[src/rtl/core/tpba_pkg.sv]
package tpba_pkg;

	localparam int CH_W    = 8;
	localparam int CFG_W   = 16;
	localparam int OUT_W   = 48;
	localparam int Q_DEPTH = 2;

	localparam int VALUE_BITS_DEF = 32;
	localparam int FRAC_BITS_DEF  = 16;
	localparam int COUNT_BITS_DEF = 16;

	localparam logic [CH_W-1:0] CH_ZERO    = 8'h30;
	localparam logic [CH_W-1:0] CH_NINE    = 8'h39;
	localparam logic [CH_W-1:0] CH_NEWLINE = 8'h0A;
	localparam logic [CFG_W-1:0] BIN_SIZE_RST = 16'd1;

	typedef enum logic [3:0] {
		PH_FIRST  = 4'b0001,
		PH_SEP    = 4'b0010,
		PH_SECOND = 4'b0100,
		PH_EOL    = 4'b1000
	} phase_t;

	typedef enum logic [2:0] {
		DV_IDLE = 3'b001,
		DV_RUN  = 3'b010,
		DV_DONE = 3'b100
	} div_state_t;

	function automatic logic is_digit(input logic [CH_W-1:0] c);
		return (c >= CH_ZERO) && (c <= CH_NINE);
	endfunction

endpackage

[src/rtl/core/text_pair_bin_averager_top.sv]
// Input: one text byte per cycle while the bin queue has room.
// Output: a result appears after the newline that closes a bin, once the shift-subtract divider,
// which takes one quotient bit a cycle, has run; the divider works on one bin at a time,
// and a two-entry bin queue lets parsing run ahead.
// Reset (arst_n low, asynchronous): parser to first number, sums and counts zero, bin length 1.
module text_pair_bin_averager_top #(
	parameter int VALUE_BITS = tpba_pkg::VALUE_BITS_DEF,
	parameter int FRAC_BITS  = tpba_pkg::FRAC_BITS_DEF,
	parameter int COUNT_BITS = tpba_pkg::COUNT_BITS_DEF
) (
	input  logic                           clk,
	input  logic                           arst_n,
	input  logic                           s_tvalid,
	output logic                           s_tready,
	input  logic [tpba_pkg::CH_W-1:0]      s_tdata,   // ch
	output logic                           m_tvalid,
	input  logic                           m_tready,
	output logic [2*tpba_pkg::OUT_W-1:0]   m_tdata,   // mean_x, mean_y
	input  logic                           cfg_we,
	input  logic [tpba_pkg::CFG_W-1:0]     cfg_wdata  // lines per bin
);
	localparam int SW = VALUE_BITS + COUNT_BITS;
	localparam int QW = 2 * SW + COUNT_BITS;

	logic                  q_full, q_empty, q_push, q_pop;
	logic [SW-1:0]         f_sx, f_sy;
	logic [COUNT_BITS-1:0] f_bin;
	logic [QW-1:0]         q_rdata;

	tpba_front #(.VALUE_BITS(VALUE_BITS), .COUNT_BITS(COUNT_BITS)) u_front (
		.clk(clk), .arst_n(arst_n),
		.s_tvalid(s_tvalid), .s_tready(s_tready), .s_tdata(s_tdata),
		.cfg_we(cfg_we), .cfg_wdata(cfg_wdata),
		.q_full(q_full), .q_push(q_push),
		.q_sum_x(f_sx), .q_sum_y(f_sy), .q_bin(f_bin)
	);

	tpba_queue #(.WIDTH(QW)) u_queue (
		.clk(clk), .arst_n(arst_n),
		.push(q_push), .wdata({f_bin, f_sy, f_sx}),
		.pop(q_pop), .rdata(q_rdata),
		.full(q_full), .empty(q_empty)
	);

	tpba_div #(.VALUE_BITS(VALUE_BITS), .FRAC_BITS(FRAC_BITS),
		.COUNT_BITS(COUNT_BITS)) u_div (
		.clk(clk), .arst_n(arst_n),
		.q_empty(q_empty), .q_pop(q_pop),
		.q_sum_x(q_rdata[SW-1:0]), .q_sum_y(q_rdata[2*SW-1:SW]),
		.q_bin(q_rdata[QW-1:2*SW]),
		.m_tvalid(m_tvalid), .m_tready(m_tready), .m_tdata(m_tdata)
	);

endmodule

[src/rtl/core/tpba_front.sv]
module tpba_front #(
	parameter int VALUE_BITS = tpba_pkg::VALUE_BITS_DEF,
	parameter int COUNT_BITS = tpba_pkg::COUNT_BITS_DEF
) (
	input  logic                                clk,
	input  logic                                arst_n,
	input  logic                                s_tvalid,
	output logic                                s_tready,
	input  logic [tpba_pkg::CH_W-1:0]           s_tdata,
	input  logic                                cfg_we,
	input  logic [tpba_pkg::CFG_W-1:0]          cfg_wdata,
	input  logic                                q_full,
	output logic                                q_push,
	output logic [VALUE_BITS+COUNT_BITS-1:0]    q_sum_x,
	output logic [VALUE_BITS+COUNT_BITS-1:0]    q_sum_y,
	output logic [COUNT_BITS-1:0]               q_bin
);
	localparam int SW = VALUE_BITS + COUNT_BITS;
	localparam int EW = tpba_pkg::CFG_W + COUNT_BITS;

	logic [tpba_pkg::CFG_W-1:0] bin_len_q;
	tpba_pkg::phase_t           phase_q;
	logic [VALUE_BITS-1:0]      vx_q, vy_q, vx_dig, vy_dig;
	logic [SW-1:0]              sx_q, sy_q, sx_new, sy_new;
	logic [COUNT_BITS-1:0]      lc_q, lc_new, bin_eff;
	logic [EW-1:0]              bs_ext, cnt_max;
	logic                       acc, digit, nl, complete, bin_done;

	function automatic logic [VALUE_BITS-1:0] push_digit(
		input logic [VALUE_BITS-1:0] v, input logic [tpba_pkg::CH_W-1:0] c);
		logic [VALUE_BITS+3:0] n;
		n = ({4'd0, v} << 3) + ({4'd0, v} << 1) + (VALUE_BITS+4)'(c[3:0]);
		return (n[VALUE_BITS+3:VALUE_BITS] != 4'd0) ? '1 : n[VALUE_BITS-1:0];
	endfunction

	assign s_tready = !q_full;
	assign acc      = s_tvalid && s_tready;
	assign digit    = tpba_pkg::is_digit(s_tdata);
	assign nl       = (s_tdata == tpba_pkg::CH_NEWLINE);
	assign vx_dig   = push_digit(vx_q, s_tdata);
	assign vy_dig   = push_digit(vy_q, s_tdata);

	// zero acts as one, oversize clamps to the counter range
	assign bs_ext  = EW'(bin_len_q);
	assign cnt_max = {{tpba_pkg::CFG_W{1'b0}}, {COUNT_BITS{1'b1}}};
	always_comb begin
		if (bin_len_q == '0) begin
			bin_eff = COUNT_BITS'(1);
		end else if (bs_ext > cnt_max) begin
			bin_eff = '1;
		end else begin
			bin_eff = bs_ext[COUNT_BITS-1:0];
		end
	end

	always_comb begin
		complete = 1'b0;
		case (phase_q)
			tpba_pkg::PH_SECOND: complete = !digit && nl;
			tpba_pkg::PH_EOL:    complete = nl;
			default:             complete = 1'b0;
		endcase
	end

	assign sx_new   = sx_q + SW'(vx_q);
	assign sy_new   = sy_q + SW'(vy_q);
	assign lc_new   = lc_q + COUNT_BITS'(1);
	assign bin_done = (lc_new == bin_eff);

	assign q_push  = acc && complete && bin_done;
	assign q_sum_x = sx_new;
	assign q_sum_y = sy_new;
	assign q_bin   = bin_eff;

	always_ff @(posedge clk or negedge arst_n) begin
		if (!arst_n) begin
			bin_len_q  <= tpba_pkg::BIN_SIZE_RST;
			phase_q    <= tpba_pkg::PH_FIRST;
			vx_q       <= '0;
			vy_q       <= '0;
			sx_q       <= '0;
			sy_q       <= '0;
			lc_q       <= '0;
		end else begin
			if (cfg_we) begin
				bin_len_q <= cfg_wdata;
			end
			if (acc) begin
				if (complete) begin
					phase_q <= tpba_pkg::PH_FIRST;
					vx_q    <= '0;
					vy_q    <= '0;
					if (bin_done) begin
						sx_q <= '0;
						sy_q <= '0;
						lc_q <= '0;
					end else begin
						sx_q <= sx_new;
						sy_q <= sy_new;
						lc_q <= lc_new;
					end
				end else begin
					case (phase_q)
						tpba_pkg::PH_FIRST: begin
							if (digit) vx_q <= vx_dig;
							else phase_q <= tpba_pkg::PH_SEP;
						end
						tpba_pkg::PH_SEP: begin
							if (digit) begin
								vy_q    <= vy_dig;
								phase_q <= tpba_pkg::PH_SECOND;
							end
						end
						tpba_pkg::PH_SECOND: begin
							if (digit) vy_q <= vy_dig;
							else phase_q <= tpba_pkg::PH_EOL;
						end
						default: phase_q <= phase_q;
					endcase
				end
			end
		end
	end

endmodule

[src/rtl/core/tpba_queue.sv]
module tpba_queue #(
	parameter int WIDTH = 1
) (
	input  logic             clk,
	input  logic             arst_n,
	input  logic             push,
	input  logic [WIDTH-1:0] wdata,
	input  logic             pop,
	output logic [WIDTH-1:0] rdata,
	output logic             full,
	output logic             empty
);
	localparam int PW = $clog2(tpba_pkg::Q_DEPTH);
	localparam int CW = $clog2(tpba_pkg::Q_DEPTH + 1);

	logic [WIDTH-1:0] mem_q [tpba_pkg::Q_DEPTH];
	logic [PW-1:0]    wp_q, rp_q;
	logic [CW-1:0]    cnt_q;

	assign full  = (cnt_q == CW'(tpba_pkg::Q_DEPTH));
	assign empty = (cnt_q == '0);
	assign rdata = mem_q[rp_q];

	always_ff @(posedge clk) begin
		if (push) begin
			mem_q[wp_q] <= wdata;
		end
	end

	always_ff @(posedge clk or negedge arst_n) begin
		if (!arst_n) begin
			wp_q  <= '0;
			rp_q  <= '0;
			cnt_q <= '0;
		end else begin
			if (push) wp_q <= (wp_q == PW'(tpba_pkg::Q_DEPTH-1)) ? '0 : wp_q + PW'(1);
			if (pop)  rp_q <= (rp_q == PW'(tpba_pkg::Q_DEPTH-1)) ? '0 : rp_q + PW'(1);
			cnt_q <= cnt_q + CW'(push) - CW'(pop);
		end
	end

`ifndef SYNTH
	a_no_overflow: assert property (@(posedge clk) disable iff (!arst_n) !(push && full))
		else $error("push into full queue");
	a_no_underflow: assert property (@(posedge clk) disable iff (!arst_n) !(pop && empty))
		else $error("pop from empty queue");
	a_cnt_range: assert property (@(posedge clk) disable iff (!arst_n)
		cnt_q <= CW'(tpba_pkg::Q_DEPTH))
		else $error("queue count out of range");
`endif

endmodule

[src/rtl/core/tpba_div.sv]
module tpba_div #(
	parameter int VALUE_BITS = tpba_pkg::VALUE_BITS_DEF,
	parameter int FRAC_BITS  = tpba_pkg::FRAC_BITS_DEF,
	parameter int COUNT_BITS = tpba_pkg::COUNT_BITS_DEF
) (
	input  logic                                 clk,
	input  logic                                 arst_n,
	input  logic                                 q_empty,
	output logic                                 q_pop,
	input  logic [VALUE_BITS+COUNT_BITS-1:0]     q_sum_x,
	input  logic [VALUE_BITS+COUNT_BITS-1:0]     q_sum_y,
	input  logic [COUNT_BITS-1:0]                q_bin,
	output logic                                 m_tvalid,
	input  logic                                 m_tready,
	output logic [2*tpba_pkg::OUT_W-1:0]         m_tdata
);
	localparam int SW = VALUE_BITS + COUNT_BITS;
	localparam int DW = SW + FRAC_BITS;
	localparam int CW = $clog2(DW);
	localparam int OW = tpba_pkg::OUT_W;

	tpba_pkg::div_state_t st_q;
	logic [DW-1:0]         dx_q, dy_q;
	logic [COUNT_BITS-1:0] rx_q, ry_q, n_q;
	logic [CW-1:0]         cnt_q;
	logic [COUNT_BITS:0]   r2x, r2y, subx, suby;
	logic                  gex, gey, load_out;
	logic [DW+OW-1:0]      extx, exty;
	logic [OW-1:0]         mx_q, my_q;
	logic                  ov_q;

	// restoring divide, one quotient bit per cycle, quotient shifts into the dividend reg
	assign r2x  = {rx_q, dx_q[DW-1]};
	assign r2y  = {ry_q, dy_q[DW-1]};
	assign subx = r2x - {1'b0, n_q};
	assign suby = r2y - {1'b0, n_q};
	assign gex  = (r2x >= {1'b0, n_q});
	assign gey  = (r2y >= {1'b0, n_q});

	assign extx = {{OW{1'b0}}, dx_q};
	assign exty = {{OW{1'b0}}, dy_q};

	assign q_pop    = (st_q == tpba_pkg::DV_IDLE) && !q_empty;
	assign load_out = (st_q == tpba_pkg::DV_DONE) && (!ov_q || m_tready);
	assign m_tvalid = ov_q;
	assign m_tdata  = {my_q, mx_q};

	always_ff @(posedge clk) begin
		if (q_pop) begin
			dx_q <= DW'(q_sum_x) << FRAC_BITS;
			dy_q <= DW'(q_sum_y) << FRAC_BITS;
			n_q  <= q_bin;
			rx_q <= '0;
			ry_q <= '0;
		end else if (st_q == tpba_pkg::DV_RUN) begin
			dx_q <= {dx_q[DW-2:0], gex};
			dy_q <= {dy_q[DW-2:0], gey};
			rx_q <= gex ? subx[COUNT_BITS-1:0] : r2x[COUNT_BITS-1:0];
			ry_q <= gey ? suby[COUNT_BITS-1:0] : r2y[COUNT_BITS-1:0];
		end
		if (load_out) begin
			mx_q <= extx[OW-1:0];
			my_q <= exty[OW-1:0];
		end
	end

	always_ff @(posedge clk or negedge arst_n) begin
		if (!arst_n) begin
			st_q  <= tpba_pkg::DV_IDLE;
			cnt_q <= '0;
			ov_q  <= 1'b0;
		end else begin
			case (st_q)
				tpba_pkg::DV_IDLE: begin
					if (q_pop) begin
						st_q  <= tpba_pkg::DV_RUN;
						cnt_q <= '0;
					end
				end
				tpba_pkg::DV_RUN: begin
					cnt_q <= cnt_q + CW'(1);
					if (cnt_q == CW'(DW-1)) st_q <= tpba_pkg::DV_DONE;
				end
				tpba_pkg::DV_DONE: begin
					if (load_out) st_q <= tpba_pkg::DV_IDLE;
				end
				default: st_q <= tpba_pkg::DV_IDLE;
			endcase
			if (load_out) ov_q <= 1'b1;
			else if (m_tready) ov_q <= 1'b0;
		end
	end

`ifndef SYNTH
	a_div_nonzero: assert property (@(posedge clk) disable iff (!arst_n)
		(st_q == tpba_pkg::DV_RUN) |-> (n_q != '0))
		else $error("divide by zero bin");
	a_rem_below: assert property (@(posedge clk) disable iff (!arst_n)
		(st_q == tpba_pkg::DV_RUN) |-> (rx_q < n_q && ry_q < n_q))
		else $error("remainder not below divisor");
	a_done_holds: assert property (@(posedge clk) disable iff (!arst_n)
		(st_q == tpba_pkg::DV_DONE && ov_q && !m_tready) |=> (st_q == tpba_pkg::DV_DONE))
		else $error("result dropped while output stalled");
`endif

endmodule
[config.mk]
export PLATFORM = sky130hd
export DESIGN_NAME = text_pair_bin_averager_top
export DESIGN_NICKNAME = d
export VERILOG_FILES = /design/src/rtl/core/tpba_pkg.sv /design/src/rtl/core/text_pair_bin_averager_top.sv /design/src/rtl/core/tpba_front.sv /design/src/rtl/core/tpba_queue.sv /design/src/rtl/core/tpba_div.sv
export SDC_FILE = /design/constraint.sdc
export NUM_CORES = 1
export LEC_CHECK = 0
export BUFFER_PORTS_ARGS = -buffer_cell sky130_fd_sc_hd__buf_2
export CAP_MARGIN = 20
export CORE_UTILIZATION = 50
export DETAILED_ROUTE_END_ITERATION = 8
export PLACE_DENSITY = 0.71
export SYNTH_ARGS = -nofsm -noshare
export SYNTH_HDL_FRONTEND = slang
export SYNTH_HIERARCHICAL = 1
export SYNTH_SLANG_ARGS = --single-unit
[constraint.sdc]
create_clock -name clk -period 9.9 [get_ports clk]
set_clock_uncertainty 0.2 [all_clocks]
set_input_delay 1.485 -clock clk [delete_from_list [all_inputs] [get_ports clk]]
set_output_delay 1.485 -clock clk [all_outputs]
set_load 0.1 [all_outputs]
Word level (Yosys, flattened, before mapping)
Memories as Yosys holds them, arrays and structs flattened. Index checks and enable logic that the tools add are counted.

Bits in writable memories: 224. Memories: 1. Register bits: 482. Word-level logic and storage cells: 126. Bits in latches: 0. Bits of input ports: 29. Output and inout bits: 98. Memory bits (read-only): 0.

Multiplexer cells: 37. Multiply operators: 0. Equal/unequal tests: 17. Order comparisons: 5. Add/sub/neg operators: 14. Reduce and logical (&&, ||, !) cells: 30. Bitwise gates (word level): 0. Shift operators: 0. Div/mod/pow operators: 0.

Memory list: u_queue.mem_q (depth 2, width 112, read ports 1, clocked after Yosys merged registers in 0, write ports 1, RTL line tpba_queue.sv:16) `logic [WIDTH-1:0] mem_q [tpba_pkg::Q_DEPTH];`.

Operators by type and width (number): $mux 32 (8); $mux 64 (4); $add 48x32->48 (2); $mux 48 (2); $mux 16 (5); $add 35x33->36 (2); $add 36x4->36 (2); $ge 17x16->1 (2); $sub 16x16->16 (2); $add 16x1->16 const B (1); $eq 16x16->1 (1); $gt 16x16->1 const B (1); $logic_not 16->1 (1); $mux 4 (4); $pmux 4 s3 (1); $pmux 6 s2 (1); $reduce_bool 2->1 (6); $reduce_bool 4->1 (3); $mux 3 (3); $pmux 3 s3 (1); $reduce_and 3->1 (3); $eq 8x4->1 const B (1); $ge 8x6->1 const B (1); $le 8x6->1 const B (1); other kinds (27) (45).

Logic depth before layout (Yosys ltp)
Depth after elaboration: 9. Depth in mapped cells: 15. Gate-level depth less buffers: 13.

Modules after synthesis
Netlist, hierarchy kept.

Modules (own cells, without submodules): tpba_front (sequential area each 4907.2 um2, instances 1, area an instance 17306.6 um2, cells each 2039); tpba_div (sequential area each 7778.7 um2, instances 1, area an instance 11537.3 um2, cells each 830); tpba_queue (sequential area each 6826.5 um2, instances 1, area an instance 8572.0 um2, cells each 364).

Least setup slack after synthesis
OpenSTA, ideal clock, no wires.

Path type: input port to flip-flop. From: input port s_tdata[0] in the netlist's numbering. To: memory u_queue/mem_q[0][0] in the netlist's numbering (enable). Cell stages on the path: 8. Path slack: 1.281 ns. Path buffers: 0. Data required time: 9.102 ns. Arrival: 7.821 ns. Library setup time: 0.598 ns. Cell sequence: nor4_1 -> nand4_1 -> nor4_2 -> inv_1 -> nor2_1 -> nand2_1 -> inv_1 -> nor2b_1.

Word-level cells in the longest chain between the ends: 9. Elaborated cells between the ends (all ways): 11. Those cells by class: order compare (2); eq/ne (1); mux (3); reduce/logical (5).

RTL lines: start, declared (RTL line text_pair_bin_averager_top.sv:15) `input logic [tpba_pkg::CH_W-1:0] s_tdata,`; $ge 8x6->1 or $le 8x6->1 (tied branches) (RTL line tpba_pkg.sv:31) `return (c >= CH_ZERO) && (c <= CH_NINE);`; $logic_and 1x1->1 (RTL line tpba_pkg.sv:31); $logic_not 1->1 (RTL line tpba_front.sv:59) `tpba_pkg::PH_SECOND: complete = !digit && nl;`; $logic_and 1x1->1 (RTL line tpba_front.sv:59); $pmux 1 s2 * (RTL line tpba_front.sv:58) `case (phase_q)`; $logic_and 1x1->1 * (2 in series) (RTL line tpba_front.sv:70) `assign q_push = acc && complete && bin_done;`; net q_push (RTL line text_pair_bin_averager_top.sv:25) `logic q_full, q_empty, q_push, q_pop;`; $mux 1 * (RTL line tpba_queue.sv:25) `if (push) begin`; $mux 1 (implied by the code) * (RTL line tpba_queue.sv:26) `mem_q[wp_q] <= wdata;`; end, declared (RTL line tpba_queue.sv:16).

Mark *: on every way through the listed nets, which the timed path passes. The rest lies on a longest branch.

Worst setup path in the final report
From: input port s_tdata[3] in the netlist's numbering. To: memory u_queue/mem_q[1][64] in the netlist's numbering (enable).

The elaborated chain is that of the path after synthesis.

==> results.toml <==
[run_status]
outcome = "finished, final reports clean"

[logic_synthesis]
synth_area_leaders = "edfxtp_1, dfrtp_1, ha_1"
synth_cell_type_count = 109
synth_top_area_share_pct = 34.67
syn_area_um2 = 37420
synth_ff_type = "edfxtp_1"
synth_seq_area_share_pct = 52.15
synth.most_common_cell = "edfxtp_1"
synth_seq_cells = 706
avgSynthCellArea_um2 = 11.57
synth_top_area_cell = "edfxtp_1"
synth_commonest_cells = "edfxtp_1, nand2_1, ha_1"
synth_nets = 3496
async_reset_ff_share_pct = 29.75
synth_edf_count = 432
ys_warn_count = 6
synthCells = 3233

[placed_design]
io_buffers = 126
dp_hpwl_um = 56820
place_ws_ps = 3732
gp_congestion = 0.9158

[sta]
fin_crit_ps = 5522
final_hold_viol_count = 0
slew-limit-headroom_pct = 28.12
fin_ws_ps = 4378
fin_hold_ws_ps = 244.7
rsz0062_at_grt = "false"
fin_crit_sh_pct = 55.78
setup_viol = 0
max_slew.worst_pin.slew_ps = 1078
drv_slew = 0
setup_tns_ps = 0
fmax_ghz = 0.1811

[setup_path]
worstPathMaxFanout = 71
cp-end-kind = "flip-flop"
arrival_ps = 5570
cp.required_ps = 9950
crit_type = "in2reg"
crit_path_start_kind = "input port"

[power]
powerDensity_nw_per_um2 = 253.5
power_leakage_nw = 17.16
ir_worst_vdd_v = 0.0002425

[route]
wl_um = 84080
detail_route.wl_per_cell_um = 19.47
viasPerCell = 5.979
drc = 0
drtIter0Drc = 1789
dr.pass1.iters = 5
route.antenna.remaining_nets = 0
num_vias = 25820

[clock_tree]
postCtsHoldBufs = 0
root_buffer = "clkbuf_16"
clk_path_buf_depth = 3
numCtsBuffers = 77
clk_latency_ps = 640
post-cts-setup-buffers = 0
path_clk_slew_ps = 60
htree_levels = 3
clock-sinks = 706
cts_resized = 0
tritoncts = "done"

[cells_and_area]
multi_input_area_um2 = 16840
seq_area_um2 = 19520
drive_gt1_share_pct = 14.20
fin_nets = 3556
area_growth_pct = 10.43
fillers = 6031

[flow_run]
cap_violations = 0

[global_route]
grt_pass1_vias = 25010
grt_first_pass_wirelength_um = 135500
grt_max_degree = 115
antenna_found_initial = 2
grt_util_all_layers_pct = 22.34
gr-total-overflow = 0

[worst_hold_path]
min_path_type = "reg2reg"

[die]
fp.dieW_um = 275.6
dieHeight_um = 275.6
num_rows = 99
io_pins = 127
core_area_um2 = 73450
initial_core_util_pct = 50.94
fp.dieArea_um2 = 75930
-- final cells by class --
class / instances / share of cell area, %
Antenna cell: 1 / 0.006057
Clock buffer: 100 / 5.097
Clock inverter: 44 / 1.148
Inverter: 88 / 0.8055
Multi-Input combinational cell: 2268 / 40.76
Sequential cell: 706 / 47.24
Tap cell: 959 / 2.904
Timing Repair Buffer: 152 / 2.047
-- power breakdown --
part / leakage (nW) / total [W] / internal (W) / switching [W]
Clock: 1.25 / 0.00290 / 0.00169 / 0.00121
Combinational: 8.60 / 0.00332 / 0.00128 / 0.00204
Sequential: 7.31 / 0.00426 / 0.00379 / 0.000467
Total: 17.2 / 0.0105 / 0.00676 / 0.00372
-- per-stage QoR --
| step | cell area [um2] | std cells | utilization, % | power [W] |
|---|---|---|---|---|
| after floorplan | 37420 | 3233 | - | 0.006706 |
| after global placement | 38710 | 4171 | 52.70 | 0.007517 |
| after detailed placement | 38710 | 4172 | 52.71 | 0.007595 |
| after CTS | 41290 | 4316 | 56.22 | 0.01052 |
| after global routing | 41310 | 4317 | 56.25 | 0.01108 |
| final | 41320 | 4318 | 56.25 | 0.01048 |
-- placed cells by master, fill, tap and decap left out, types with 10 or more instances in the layout --
| cell | count |
|---|---|
| edfxtp_1 | 432 |
| nand2_1 | 268 |
| ha_1 | 226 |
| o21ai_0 | 225 |
| a21oi_1 | 208 |
| dfrtp_1 | 206 |
| a22o_1 | 163 |
| nor2_1 | 143 |
| buf_2 | 126 |
| xor2_1 | 97 |
| xnor2_1 | 94 |
| inv_1 | 86 |
| clkbuf_16 | 79 |
| nand3_1 | 71 |
| mux2_4 | 70 |
| a21o_1 | 67 |
| dfxtp_1 | 64 |
| mux2_2 | 63 |
| a31oi_1 | 51 |
| nand4_1 | 33 |
| nor3_1 | 31 |
| a211oi_1 | 30 |
| buf_4 | 24 |
| nor2b_1 | 23 |
| and3_1 | 23 |
| o31ai_1 | 23 |
| o211ai_1 | 22 |
| nand2b_1 | 21 |
| o21bai_1 | 21 |
| and2_1 | 20 |
| o21a_1 | 19 |
| clkbuf_1 | 16 |
| nor4_1 | 16 |
| o311ai_0 | 15 |
| mux2i_1 | 13 |
| or4_1 | 13 |
| clkinv_2 | 10 |
| or3_1 | 10 |
| o41ai_1 | 10 |
-- critical path, cell delays in order --
cell,delay [ps]
buf_2,150
o21ai_0,100
nand4_1,200
a21oi_1,130
nor4_2,540
inv_1,180
nor2_4,130
buf_4,490
nand2_1,360
inv_1,240
and2_4,570
buf_4,900
-- final timing paths --
| check | from | end | slack (ps) | cells past startpoint |
|---|---|---|---|---|
| worst max-delay path | s_tdata[3] | u_queue/mem_q[1][64] | 4380 | 12 |
| worst min-delay path | u_div/dy_q[32] | u_div/my_q[32] | 240 | 0 |
| worst max register to register | u_front/lc_q[0] | u_queue/mem_q[1][64] | 4510 | 12 |
| worst min register to register | u_div/dy_q[32] | u_div/my_q[32] | 240 | 0 |
| max in group asynchronous | arst_n | u_queue/rp_q | 7290 | 2 |
| min in group asynchronous | arst_n | u_front/vx_q[20] | 740 | 1 |
-- sequential cells by signal, indices dropped and copies added, names as in the netlist --
register	flops
u_queue/wp_q	1
u_div/my_q	48
u_front/vx_q	32
u_queue/cnt_q	2
u_div/ry_q	16
u_div/n_q	16
u_front/sx_q	48
u_front/phase_q	4
u_div/cnt_q	6
u_div/dy_q	64
u_div/st_q	3
u_front/vy_q	32
u_div/dx_q	64
u_div/mx_q	48
u_queue/rp_q	1
u_front/bin_len_q	16
u_queue/mem_q	224
u_div/m_tvalid	1
u_div/rx_q	16
u_front/sy_q	48
u_front/lc_q	16
-- kinds of logic (layout without fill, tap and decap cells) --
kind of cell,count (synthesis),after routing,synth area share (%)
compound gates,967,967,17.70
xor+xnor,192,192,4.534
fa+ha+maj,234,234,7.986
buf+inv,259,384,3.063
flops,706,706,52.15
mux,146,146,5.053
other cells,0,1,0
simple gates,729,729,9.511
-- routing by layer --
layer	global-route usage [%]	share of wire, %	vias up	routed length [um]
li1	-	-	12370	-
met1	32.02	47	12780	39770
met2	35.42	46	567	38750
met3	3.306	4.9	101	4087
met4	5.932	1.7	0	1465
met5	0	0	-	0
Note: power is estimated with default switching activity, not from simulation.
